**src/rtl/mopt_pkg.sv**
```systemverilog
// ---------------------------------------------------------------------------
// Orbit-trap Mandelbrot pixel: shared package
// Widths, constants, the log2 chain record and the register map.
// ---------------------------------------------------------------------------
package mopt_pkg;

  localparam int FRAC_BITS      = 40;
  localparam int MAX_ITER_LIMIT = 64;
  localparam int LOG_FRAC       = 16;

  localparam int U_W    = 16;
  localparam int CFG_W  = 43;
  localparam int ROT_W  = 31;
  localparam int ITER_W = 7;
  localparam int GAIN_W = 6;
  localparam int PAL_W  = 8;

  // c is the centre plus two 16 x 31 products.
  localparam int SPW = U_W + ROT_W;
  localparam int CW  = SPW + 1;
  // z holds a square of at most 2^(FRAC_BITS+6) plus c, with headroom.
  localparam int ZW  = ((FRAC_BITS + 8 > CW) ? FRAC_BITS + 8 : CW) + 3;
  localparam int TW  = ZW - 1;
  // Operands of the multipliers never exceed 8.0 in magnitude.
  localparam int MW  = FRAC_BITS + 4;
  localparam int HW  = (MW + 1) / 2;
  localparam int OPW = 2 * HW;
  localparam int PW  = 2 * OPW;
  localparam int SQW = PW - FRAC_BITS;
  localparam int EXW = $clog2(TW);

  localparam int MANT_W = 31;
  localparam int NEG_W  = $clog2(FRAC_BITS + 1) + 1 + LOG_FRAC;
  localparam int SCL_W  = NEG_W + GAIN_W + 1;

  localparam logic [ZW-1:0]  ESC_MAG    = ZW'(1) << (FRAC_BITS + 3);
  localparam logic [SQW:0]   BOUND      = (SQW + 1)'(1) << (FRAC_BITS + 6);
  localparam logic [TW-1:0]  TRAP_FLOOR =
    TW'(((64'd1 << FRAC_BITS) + 64'd50000) / 64'd100000);

  typedef enum logic [2:0] {
    CFG_CENTER_RE = 3'd0,
    CFG_CENTER_IM = 3'd1,
    CFG_ROT_COS   = 3'd2,
    CFG_ROT_SIN   = 3'd3,
    CFG_MAX_ITER  = 3'd4,
    CFG_GAIN      = 3'd5,
    CFG_SHIFT     = 3'd6
  } cfg_idx_t;

  // One slot of the log2 chain.
  typedef struct packed {
    logic                vld;
    logic [MANT_W-1:0]   mant;
    logic [LOG_FRAC-1:0] frac;
    logic [EXW-1:0]      expo;
  } lchain_t;

  function automatic logic [ZW-1:0] zmag(input logic signed [ZW-1:0] z);
    zmag = z[ZW-1] ? ZW'(-z) : ZW'(z);
  endfunction

endpackage

```
**src/rtl/mopt_log_cell.sv**
```systemverilog
// ---------------------------------------------------------------------------
// Orbit-trap Mandelbrot pixel: log2 cell
// Squares the mantissa, renormalises it and appends one fraction bit.
// ---------------------------------------------------------------------------
module mopt_log_cell
  import mopt_pkg::*;
(
  input  logic    clk,
  input  logic    rst_n,
  input  lchain_t din,
  output lchain_t dout
);

  logic [2*MANT_W-1:0]   sq;
  logic [MANT_W:0]       sq_hi;
  logic                  vld_r;
  logic [MANT_W-1:0]     mant_r;
  logic [LOG_FRAC-1:0]   frac_r;
  logic [EXW-1:0]        expo_r;

  assign sq    = (2 * MANT_W)'(din.mant) * (2 * MANT_W)'(din.mant);
  assign sq_hi = sq[2*MANT_W-1:MANT_W-1];

  always_ff @(posedge clk) begin
    if (!rst_n) begin
      vld_r <= 1'b0;
    end else begin
      vld_r <= din.vld;
    end
  end

  // A square at or above two gives a one bit and is halved.
  always_ff @(posedge clk) begin
    mant_r <= sq_hi[MANT_W] ? sq_hi[MANT_W:1] : sq_hi[MANT_W-1:0];
    frac_r <= {din.frac[LOG_FRAC-2:0], sq_hi[MANT_W]};
    expo_r <= din.expo;
  end

  always_comb begin
    dout.vld  = vld_r;
    dout.mant = mant_r;
    dout.frac = frac_r;
    dout.expo = expo_r;
  end

endmodule

```
**config.mk**
```make
export PLATFORM = sky130hd
export DESIGN_NAME = mopt_log_cell
export DESIGN_NICKNAME = d
export VERILOG_FILES = /design/src/rtl/mopt_pkg.sv /design/src/rtl/mopt_log_cell.sv
export SDC_FILE = /design/constraint.sdc
export NUM_CORES = 2
export LEC_CHECK = 0
export BUFFER_PORTS_ARGS = -buffer_cell sky130_fd_sc_hd__buf_2
export CORE_MARGIN = 2
export CORE_UTILIZATION = 50
export CTS_CLUSTER_DIAMETER = 30
export DETAILED_ROUTE_END_ITERATION = 10
export PLACE_DENSITY_LB_ADDON = 0.12
export REMOVE_ABC_BUFFERS = 1
export SYNTH_ARGS = -nofsm -noshare
export SYNTH_HDL_FRONTEND = slang
export SYNTH_SLANG_ARGS = --single-unit
```
**constraint.sdc**
```tcl
create_clock -name clk -period 25.4 [get_ports clk]
set_input_delay 5.08 -clock clk [delete_from_list [all_inputs] [get_ports clk]]
set_output_delay 5.08 -clock clk [all_outputs]
set_load 0.05 [all_outputs]
```
# Yosys cells after proc, flatten, opt, wreduce, memory -nomap -nowiden
# Cells that the tools add are included.
word_totals:
  elab_cells: 7
  regBits: 54
op_classes:
  multipliers: 1
  mux: 1
ops:
  columns: ["operator", "n"]
  rows:
  - ["multiplier 31 x 31 -> 62 bit", 1]
  - ["2-to-1 mux 30 bit", 1]

# Depth between registers and ports, before layout
logic_depth:
  depth_word: 2
  ltp_mapped: 30
  mapped_depth_nobuf: 26

# Worst setup path before layout
# Ideal clock, no wire load.
synth_path:
  path_kind: "input port to flip-flop"
  startpoint: "input din[28] (netlist bit)"
  endpoint: "register mant_r[22]"
  t_arrival_ns: 12.148
  path_slack_ns: 13.130
  cell_stages: 28
  setup_time_ns: 0.121
  cell_sequence: "clkbuf_1 clkbuf_1 nand2_1 fa_1 inv_1 fa_1 fa_1 inv_1 fa_1 inv_1 fa_1 inv_1 fa_1 inv_1 fa_1 fa_1 ha_1 nand4_1 nor2_1 a32oi_1 a311o_1 a2111oi_4 o211ai_2 nand3_1 nor2b_2 buf_6 buf_8 mux2_4"
synth_between:
  elab_chain_len: 2
synth_rtl:
  columns: ["item", "line_no", "rtl"]
  rows:
  - ["from (decl)", "mopt_log_cell.sv:10", "input lchain_t din,"]
  - ["multiplier 31 x 31 -> 62 bit", "mopt_log_cell.sv:21", "assign sq = (2 * MANT_W)'(din.mant) * (2 * MANT_W)'(din.mant);"]
  - ["2-to-1 mux 30 bit", "mopt_log_cell.sv:34", "mant_r <= sq_hi[MANT_W] ? sq_hi[MANT_W:1] : sq_hi[MANT_W-1:0];"]
  - ["to (signal assigned)", "mopt_log_cell.sv:34", null]
  - ["to (decl)", "mopt_log_cell.sv:17", "logic [MANT_W-1:0] mant_r;"]
# Every way passes these cells.
# A chain may end at the register's enable or synchronous reset.

# Worst setup path in the final report
layout_path:
  startpoint: "input din[37] (netlist bit)"
  endpoint: "register mant_r[8]"
# The elaborated chain is that of the path after synthesis.

==> flow_metrics.py <==
metrics = {
    "timing": {
        "setup_ws_ns": 11.37,
        "fin_crit_sh": 0.5522,
        "slew_viol_final": 0,
        "fin_crit_ns": 14.03,
        "finalSetupViolCount": 0,
        "hold_violations": 0,
        "maxSlewHeadroom": 0.2777,
        "max_slew.worst_pin.slew_ns": 1.083,
        "max_freq_mhz": 71.29,
        "fin_tns_setup_ns": 0,
        "rsz0062_at_grt": "no",
    },
    "drt": {
        "route.detailed.drc": 0,
        "route.met3.wl_mm": 3.992,
        "met2WireLength_mm": 38.53,
        "via_per_inst": 5.188,
        "ant_nets": 0,
        "first_pass_iters": 5,
        "totalWireLength_mm": 75.92,
        "post_drt_wl_per_cell_um": 19.95,
        "top_layer": "met4",
        "drtIter0Drc": 1001,
        "wl_met1_mm": 30.89,
        "route.vias.total": 19750,
    },
    "clock_tree": {
        "path_clk_slew_ns": 0.08,
        "cts_setup_buffers": 0,
        "numCtsBuffers": 5,
        "cts_tree": "done",
        "cts_resized": 0,
        "numClockSinks": 54,
        "htree_levels": 2,
        "hold_buffers": 0,
        "ctsRootBufferMaster": "clkbuf_16",
        "ctsLongestPathBuffers": 2,
    },
    "critical_path": {
        "cp_slowest_cell": "clkinv_1",
        "critical_path_class": "input port to flop",
        "worst-path-buf-inv": 6,
        "setup.worst_path.end_class": "flop",
        "crit_path_max_incr_delay_ns": 0.66,
        "startpoint_type": "input port",
        "cp.required_ns": 25.58,
        "cp_cell_sequence": "buf_2 > buf_4 > clkinv_1 > nor2_1 > fa_1 > fa_1 > inv_1 > fa_1 > fa_1 > inv_1 > fa_1 > fa_1 > fa_1 > fa_1 > ha_1 > nand4_1 > or2_1 > a311o_1 > a2111oi_4 > o211ai_2 > nand3_1 > nor2b_4 > buf_4 > mux2i_1",
        "worst-path-max-fanout": 25,
        "crit_top_cell": "fa_1",
        "cp_top_family": "adder cells",
        "cp.arrival_ns": 14.21,
    },
    "placement": {
        "pre_cts_slack_ns": 11.05,
        "dpl.hpwl_mm": 59.79,
        "gp_congestion": 0.9037,
        "io_buffers": 108,
    },
    "die": {
        "coreArea_um2": 56390,
        "dieHeight_um": 242.9,
        "io_pins": 110,
        "die_w_um": 242.9,
        "row_count": 87,
        "die-area_um2": 58980,
        "initial_core_util": 0.5059,
    },
    "yosys": {
        "ys_seq_area_frac": 0.03790,
        "syn_inst": 3030,
        "synthArstFlopShare": 0,
        "yosysUniqueCellTypes": 68,
        "synth_warnings": 0,
        "ys_seq_elements": 54,
        "synth_top_flop_cell": "dfxtp_1",
        "avgSynthCellArea_um2": 9.415,
        "synth_edf_count": 0,
        "synth_area_um2": 28530,
    },
    "finish": {
        "post-route-util": 0.5294,
        "layout-drive-gt1-share": 0.05279,
        "nets": 4121,
        "diodes": 0,
        "area_growth_syn_to_layout_pct": 4.649,
    },
    "global_routing": {
        "grt_usage": 0.2749,
        "overflow": 0,
        "antenna_found_initial": 2,
        "grt_max_degree": 36,
        "grt_pass1_wl_mm": 124.5,
        "grt_pass1_vias": 22800,
    },
    "status": {
        "run_status": "complete, no violations",
    },
    "worst_hold_path": {
        "hp-class": "input port to flop",
    },
    "run": {
        "maxCapViolations": 0,
    },
}
cells in the final DEF, fill, tap and decap left out, types with 17 or more instances in the layout:
master and n:
a21o_1 19, a21oi_1 73, and2_1 190, buf_2 108
buf_4 17, dfxtp_1 54, fa_1 747, ha_1 269
inv_1 912, mux2i_1 27, nand2_1 309, nand4_1 19
nor2_1 63, o21ai_0 34, xnor2_1 28, xor2_1 27
flip-flops by register name, indices dropped and copies added (netlist names):
register,flops
expo_r,6
frac_r,16
vld_r,1
mant_r,31
cells in the mapped netlist (3+ instances only):
library cell	instances	share of area
a31o_2	4	0.0012
o21ai_1	3	0.00053
a211oi_1	6	0.0016
nand2_1	309	0.041
o211ai_1	5	0.0013
fa_1	747	0.52
o21a_1	6	0.0016
mux2_4	3	0.0016
nor3_1	11	0.0019
and3_1	9	0.0020
o21ai_0	34	0.0060
xnor2_1	28	0.0086
a21boi_0	4	0.0011
clkbuf_1	105	0.014
and2_1	190	0.042
nor2_1	63	0.0083
nor4_1	4	0.00088
a21oi_1	73	0.013
nor2b_1	8	0.0018
or2_2	7	0.0015
buf_6	3	0.0012
dfxtp_1	54	0.038
a31oi_1	4	0.00088
o21bai_1	9	0.0024
nand4_1	19	0.0042
nand3_1	11	0.0019
mux2i_1	27	0.0095
xor2_1	27	0.0083
inv_1	912	0.12
mux2_2	4	0.0016
ha_1	269	0.12
a21o_1	19	0.0050
o31ai_1	3	0.00079
a221oi_1	3	0.00092
metrics by stage:
step	instances	hold slack (ns)	cell area, um2
finish	3806	4.869	29850
global route	3806	4.858	29850
CTS	3806	4.861	29850
detailed placement	3798	5.184	29680
global placement	3798	5.182	29680
floorplan	2917	5.108	28060
path summary, 6_finish.rpt:
path | start | endpoint | depth (start not counted)
worst max-delay path | din[37] | mant_r[8] | 24
worst min-delay path | din[15] | frac_r[10] | 1
layer usage:
metal  GRT usage  up-vias
met3     0.03052      156
met2      0.4847      582
met1      0.3583    10170
li1            -     8840
met5           0        -
met4     0.07921        0
area by class of cell:
class / instances / area, um2
clock inverter: 3 / 45.04
clock buffer: 5 / 125.1
timing repair buffer: 125 / 668.1
multi-input combinational: 1950 / 23560
sequential: 54 / 1081
inverter: 913 / 3427
fill: 5335 / 26530
tap: 756 / 945.9
cells by family after synthesis:
group / after synthesis / synth area share
xor gates and xnor gates: 55 / 0.01689
muxes: 34 / 0.01263
and+or+nand+nor: 645 / 0.1083
AOI/OAI and AO/OA: 200 / 0.04566
DFF: 54 / 0.03790
adders and majority gates: 1016 / 0.6422
buffers and inverters: 1026 / 0.1364
Power is not shown: default switching activity piles up to over one toggle a cycle in this logic, so the estimate is an artifact.
