`config.mk`:
```
export PLATFORM = sky130hd
export DESIGN_NAME = mopt_mul
export DESIGN_NICKNAME = d
export VERILOG_FILES = /design/src/rtl/mopt_pkg.sv /design/src/rtl/mopt_mul.sv
export SDC_FILE = /design/constraint.sdc
export NUM_CORES = 2
export LEC_CHECK = 0
export ABC_CLOCK_PERIOD_IN_PS = 34800
export BUFFER_PORTS_ARGS = -buffer_cell sky130_fd_sc_hd__buf_2
export CAP_MARGIN = 20
export CORE_ASPECT_RATIO = 1.75
export CORE_UTILIZATION = 50
export DETAILED_ROUTE_END_ITERATION = 10
export HOLD_SLACK_MARGIN = 0.12
export MAX_ROUTING_LAYER = met4
export PLACE_DENSITY = 0.68
export SYNTH_ARGS = -nofsm -noshare
export SYNTH_HDL_FRONTEND = slang
export SYNTH_SLANG_ARGS = --single-unit
```
`constraint.sdc`:
```
create_clock -name clk -period 34.8 [get_ports clk]
set_input_delay 1.74 -clock clk [delete_from_list [all_inputs] [get_ports clk]]
set_output_delay 1.74 -clock clk [all_outputs]
set_load 0.1 [all_outputs]
```
`src/rtl/mopt_pkg.sv`:
```
// ---------------------------------------------------------------------------
// Orbit-trap Mandelbrot pixel: shared package
// Widths, constants, the log2 chain record and the register map.
// ---------------------------------------------------------------------------
package mopt_pkg;

  localparam int FRAC_BITS      = 40;
  localparam int MAX_ITER_LIMIT = 64;
  localparam int LOG_FRAC       = 16;

  localparam int U_W    = 16;
  localparam int CFG_W  = 43;
  localparam int ROT_W  = 31;
  localparam int ITER_W = 7;
  localparam int GAIN_W = 6;
  localparam int PAL_W  = 8;

  // c is the centre plus two 16 x 31 products.
  localparam int SPW = U_W + ROT_W;
  localparam int CW  = SPW + 1;
  // z holds a square of at most 2^(FRAC_BITS+6) plus c, with headroom.
  localparam int ZW  = ((FRAC_BITS + 8 > CW) ? FRAC_BITS + 8 : CW) + 3;
  localparam int TW  = ZW - 1;
  // Operands of the multipliers never exceed 8.0 in magnitude.
  localparam int MW  = FRAC_BITS + 4;
  localparam int HW  = (MW + 1) / 2;
  localparam int OPW = 2 * HW;
  localparam int PW  = 2 * OPW;
  localparam int SQW = PW - FRAC_BITS;
  localparam int EXW = $clog2(TW);

  localparam int MANT_W = 31;
  localparam int NEG_W  = $clog2(FRAC_BITS + 1) + 1 + LOG_FRAC;
  localparam int SCL_W  = NEG_W + GAIN_W + 1;

  localparam logic [ZW-1:0]  ESC_MAG    = ZW'(1) << (FRAC_BITS + 3);
  localparam logic [SQW:0]   BOUND      = (SQW + 1)'(1) << (FRAC_BITS + 6);
  localparam logic [TW-1:0]  TRAP_FLOOR =
    TW'(((64'd1 << FRAC_BITS) + 64'd50000) / 64'd100000);

  typedef enum logic [2:0] {
    CFG_CENTER_RE = 3'd0,
    CFG_CENTER_IM = 3'd1,
    CFG_ROT_COS   = 3'd2,
    CFG_ROT_SIN   = 3'd3,
    CFG_MAX_ITER  = 3'd4,
    CFG_GAIN      = 3'd5,
    CFG_SHIFT     = 3'd6
  } cfg_idx_t;

  // One slot of the log2 chain.
  typedef struct packed {
    logic                vld;
    logic [MANT_W-1:0]   mant;
    logic [LOG_FRAC-1:0] frac;
    logic [EXW-1:0]      expo;
  } lchain_t;

  function automatic logic [ZW-1:0] zmag(input logic signed [ZW-1:0] z);
    zmag = z[ZW-1] ? ZW'(-z) : ZW'(z);
  endfunction

endpackage

```
`src/rtl/mopt_mul.sv`:
```
// ---------------------------------------------------------------------------
// Orbit-trap Mandelbrot pixel: unsigned multiplier
// Forms a full product from four half-width partial products, one a cycle.
// ---------------------------------------------------------------------------
module mopt_mul
  import mopt_pkg::*;
(
  input  logic           clk,
  input  logic           rst_n,
  input  logic           start,
  input  logic [OPW-1:0] a,
  input  logic [OPW-1:0] b,
  output logic           done,
  output logic [PW-1:0]  prod
);

  logic [OPW-1:0]          a_r, b_r;
  logic [PW-1:0]           acc_r, acc_nxt;
  logic [1:0]              step_r;
  logic                    run_r, done_r;
  logic [HW-1:0]           opa, opb;
  logic [OPW-1:0]          pp;
  logic [$clog2(PW)-1:0]   sh;

  always_comb begin
    case (step_r)
      2'd1: begin
        opa = a_r[HW-1:0];
        opb = b_r[OPW-1:HW];
        sh  = ($clog2(PW))'(HW);
      end
      2'd2: begin
        opa = a_r[OPW-1:HW];
        opb = b_r[HW-1:0];
        sh  = ($clog2(PW))'(HW);
      end
      2'd3: begin
        opa = a_r[OPW-1:HW];
        opb = b_r[OPW-1:HW];
        sh  = ($clog2(PW))'(2 * HW);
      end
      default: begin
        opa = a_r[HW-1:0];
        opb = b_r[HW-1:0];
        sh  = '0;
      end
    endcase
    pp      = OPW'(opa) * OPW'(opb);
    acc_nxt = acc_r + (PW'(pp) << sh);
  end

  always_ff @(posedge clk) begin
    if (!rst_n) begin
      run_r  <= 1'b0;
      done_r <= 1'b0;
      step_r <= '0;
    end else begin
      done_r <= run_r && (step_r == 2'd3);
      if (start) begin
        run_r  <= 1'b1;
        step_r <= '0;
      end else if (run_r) begin
        step_r <= step_r + 2'd1;
        if (step_r == 2'd3) begin
          run_r <= 1'b0;
        end
      end
    end
  end

  always_ff @(posedge clk) begin
    if (start) begin
      a_r   <= a;
      b_r   <= b;
      acc_r <= '0;
    end else if (run_r) begin
      acc_r <= acc_nxt;
    end
  end

  assign done = done_r;
  assign prod = acc_r;

endmodule

```
# Yosys cells after proc, flatten, opt, wreduce, memory -nomap -nowiden
# Index checks and enable logic that the tools add are counted.
# W data, S select, Z words.
classes:
  addsub: 2
  multipliers: 1
  eq_ne: 3
  n_shift: 1
  mux: 6
  bitwise_logic: 1
  n_reduce_logical: 5
ops:
  columns: ["op", "count"]
  rows:
  - ["$add A88 B88 Y88", 1]
  - ["$shl A44 B7 Y88", 1]
  - ["$mul A22 B22 Y44", 1]
  - ["$mux W22", 2]
  - ["$pmux W6 S2", 1]
  - ["$reduce_or A2 Y1", 4]
  - ["$eq A2 B2 Y1 const B", 2]
  - ["$mux W1", 3]
  - ["$add A2 B1 Y2 const B", 1]
  - ["$eq A2 B1 Y1 const B", 1]
  - ["$logic_and A1 B1 Y1", 1]
  - ["$not A1 Y1", 1]
word_totals:
  regBits: 180
  inputBits: 91
  out_inout_bits: 89
  word_cells: 25

# Longest topological paths before layout
depth:
  ltp_word: 6
  ltp_mapped: 43
  ltp_nobuf: 39

# Worst setup path after synthesis
# No wires, ideal clock.
synth_path:
  kind: "reg-to-reg"
  start: "register step_r[0]"
  end: "register acc_r[87], in the netlist prod[87]"
  setup_ps: 123
  arrival_ps: 10790
  required_ps: 34677
  setup_slack_ps: 23887
  stages_incl_launch_ff: 41
  n_path_buf: 5
  period_less_slack_ps: 10913
  path_cell_list: "dfxtp_1 ha_1 clkbuf_1 nor2_1 clkbuf_1 mux2i_1 clkbuf_1 nor2_1 fa_1 inv_1 fa_1 fa_1 inv_1 fa_1 fa_1 fa_1 fa_1 ha_1 [... 5 more ...] a41oi_2 o21bai_1 a21oi_2 xnor2_1 mux4_2 and2_1 ha_1 buf_4 and3_4 and2_4 and2b_1 nand4_1 or4_1 o31a_1 o2111ai_1 o211ai_1 mux2i_1 mux2_1"
synth_via:
  elab_chain_cells: 6
  word_cells_on_any_way: 12
  cone_classes: "add/sub (1); mul (1); eq/ne (3); shift (1); mux (3); reduce/logical (3)"
synth_lines:
  columns: ["item", "line", "text"]
  rows:
  - ["from (decl)", "mopt_mul.sv:19", "logic [1:0] step_r;"]
  - ["from (signal assigned)", "mopt_mul.sv:63", "step_r <= step_r + 2'd1;"]
  - ["$eq A2 B2 Y1 / $eq A2 B1 Y1 (equally long branches)", "mopt_mul.sv:26", "case (step_r)"]
  - ["$reduce_or A2 Y1 (no source line)", null, null]
  - ["$mux W22", "mopt_mul.sv:26", null]
  - ["$mul A22 B22 Y44", "mopt_mul.sv:48", "pp = OPW'(opa) * OPW'(opb);"]
  - ["$shl A44 B7 Y88 *", "mopt_mul.sv:49", "acc_nxt = acc_r + (PW'(pp) << sh);"]
  - ["$add A88 B88 Y88 *", "mopt_mul.sv:49", null]
  - ["to (signal assigned)", "mopt_mul.sv:77", "acc_r <= acc_nxt;"]
  - ["to (decl)", "mopt_mul.sv:18", "logic [PW-1:0] acc_r, acc_nxt;"]
# Mark *: on every way between the ends. The rest lies on a longest branch, timed or not.
# A chain may end at the register's enable or synchronous reset.

# Worst setup path after layout
layout_path:
  start: "register step_r[0]"
  end: "register acc_r[50], in the netlist prod[50]"
# The elaborated chain is that of the path after synthesis.

==> summary.txt <==
Status
  • Outcome: finished, final reports clean

Clock tree
  • Inserted Clock Buffers: 17
  • CTS max path bufs: 2
  • Htree depth: 4
  • Postcts setup bufs: 0
  • Post-CTS Hold Buffers: 0
  • CTS root buf: clkbuf_16
  • Clock transition at the registers of the reported paths: 80 ps
  • CTS tree: done
  • Clk Latency, worst-skew pair: 500 ps
  • Post-CTS sizing: 0
  • Sink Count: 180

Floorplanning
  • Die height: 323.5 µm
  • Horiz. Die Dim: 185.7 µm
  • Row count: 117
  • Initial Utilization: 50.67%
  • Die area: 60060 µm²
  • I/O pin count: 180
  • Total core area: 58260 µm²

Layout
  • Layout area overhead: 7.454%
  • Most frequent cells in the layout: inv_1, nand2_1, fa_1, nor2_1, ha_1
  • Non-filler cells, final: 4272
  • Commonest non-fill, non-tap cell in the layout: inv_1
  • Fin area: 31730 µm²
  • Finished Core Util: 54.45%
  • Layout cells sized above 1: 10.37%
  • Final net count: 4217

Global route
  • GR Util All Layers: 37.62%
  • Remaining global-route overflow: 0
  • First-pass GRT wire length: 159900 µm
  • Largest net degree at the start of global routing: 69
  • Initial antenna violation count: 4
  • Vias in the first global route: 27240

Logic synthesis
  • Distinct cells, synth: 96
  • Syn avg cell area: 8.656 µm²
  • Register area share after synthesis: 15.19%
  • FF+latch count, synth: 180
  • Syn Nets: 4150
  • Number of synthesized flops with an enable pin: 88
  • Synthesized instance count: 3411
  • Post-synthesis async set-or-reset flop share: 0%
  • Top FF cell, synth: dfxtp_1
  • Syn. warnings: 0
  • Synthesized area: 29520 µm²

STA
  • Max Slew Vio Count: 0
  • Final hold vios: 0
  • RSZ-0062 raised after global routing: no
  • Crit path time final: 12750 ps
  • Max-slew headroom: 22.24%
  • Fmax: 78.45 MHz
  • # setup viols final: 0
  • Setup TNS: 0 ps
  • Tcrit/Tclk final: 36.63%
  • Skew final: 17.43 ps
  • Worst Tran Pin Value: 1134 ps

Placement
  • Placer Congestion: 1.030
  • DP Wirelength: 86250 µm
  • Post-Place Cells: 4229
  • Placed cell areas: 31080 µm²
  • Port Buffers: 179

Detailed routing
  • Post-route DRC: 0
  • Via Count: 25590
  • Wirelength per Cell: 24.75 µm
  • Via density: 5.991
  • Routed WL: 105700 µm
  • Initial DRC Count: 1758
  • First-pass DRT Iterations: 7
  • Post-DRT Antenna Nets: 0

Setup path
  • Worst reg-to-reg path cell count: 35
  • WP data arrival: 13140 ps
  • Critical Path RT: 35190 ps
  • Worst-path fanout max: 30
  • Most used cell, CP: fa_1
  • R2R Setup Slk: 22050 ps
  • Crit Reg-Reg Startpoint: step_r[0]
  • Crit path buf inv count: 4
  • Levels on crit path: 35
  • Crit path max-delay cell type: mux2i_1
  • Crit path kind: register to register
  • Terminus of the critical flop-to-flop path: prod[50]
  • Worst path max stage delay: 990 ps
  • Critical Path Start Type: register
  • Critical Path Sink Type: register
  • Delay-heaviest family, CP: adder cells

Worst hold path
  • Hold depth: 2
  • Hold Path End: prod[75]
  • Worst Min Path Start: prod[75]
  • Worst hold path type: register to register

Flow run
  • Max-cap violations: 0
[tightest hold or removal path, delay by kind of cell, from the launching register on]
kind,cells,cell delay (ps)
flip-flops,1,330
AND/OR/NAND/NOR,1,50
AO/OA/AOI/OAI,1,50
[per-stage QoR]
stage	hold WS, ps	worst slack (ps)
finish	464.8	22050
global route	488.9	21620
CTS	469.3	22100
detailed placement	458.8	22160
global placement	450.4	22180
floorplan	514.0	23890
[registers in the layout (all words and copies together), names as in the netlist]
name,count
b_r,44
prod,88
step_r,2
run_r,1
a_r,44
done,1
[routing by layer]
layer  track usage [%]  share of wire [%]
met5                 -                  0
met3             5.742                5.4
met2             65.21                 51
met1             36.01                 33
met4             32.60                 10
[cells by family (layout without fill, tap and decap cells)]
logic type	after synthesis	count (layout)	share of synthesized area (%)
and+or+nand+nor	1054	1054	15.42
adders and majority gates	648	648	37.58
AOI/OAI and AO/OA	636	636	14.61
buffers and inverters	619	699	8.009
DFF	180	180	15.19
muxes	169	169	6.077
xor gates and xnor gates	105	105	3.115
other	0	8	0
[cells in the mapped netlist (14+ instances only)]
cell type    n  share of area, %
o22ai_1     22              0.47
and3_1      24              0.51
xnor2_1     65               1.9
a21o_1      77               2.0
nand2_1    426               5.4
buf_2       18              0.31
nand2b_1    14              0.30
mux2_2      50               1.9
fa_1       398                27
a21oi_1    164               2.8
dfxtp_1     92               6.2
a31oi_1     23              0.49
ha_1       250                11
nand4_1     34              0.72
o21bai_1    30              0.76
o21ai_0    104               1.8
o21ai_1     17              0.29
inv_1      442               5.6
clkbuf_1   140               1.8
nand3_1     39              0.66
o211ai_1    16              0.41
nor3_1      23              0.39
nor2_1     389               4.9
mux2i_1    114               3.9
a211oi_1    29              0.74
and2_1      39              0.83
o21a_1      25              0.64
xor2_1      40               1.2
edfxtp_1    88               9.0
[worst max-delay path by stage]
stage                     slack (ps)      start       end
after detailed placement       22160  step_r[0]  prod[50]
after floorplan                23890  step_r[0]  prod[87]
after CTS                      22100  step_r[0]  prod[50]
final                          22050  step_r[0]  prod[50]
after global placement         22180  step_r[0]  prod[50]
after global routing           21620  step_r[0]  prod[50]
[area by class of cell]
| type | instances | area (µm²) |
|---|---|---|
| diodes | 8 | 20.02 |
| clock buffers | 25 | 528.0 |
| clock inverters | 7 | 77.57 |
| fillers | 5667 | 26540 |
| inverters | 445 | 1670 |
| multi-input cells | 2612 | 22750 |
| flip-flops and latches | 180 | 4488 |
| well taps | 773 | 967.2 |
| repair buffers | 222 | 1220 |
Power is left out: the tool's default activity adds up to more than one toggle a clock period on the data nets, which glitch-free logic cannot reach.
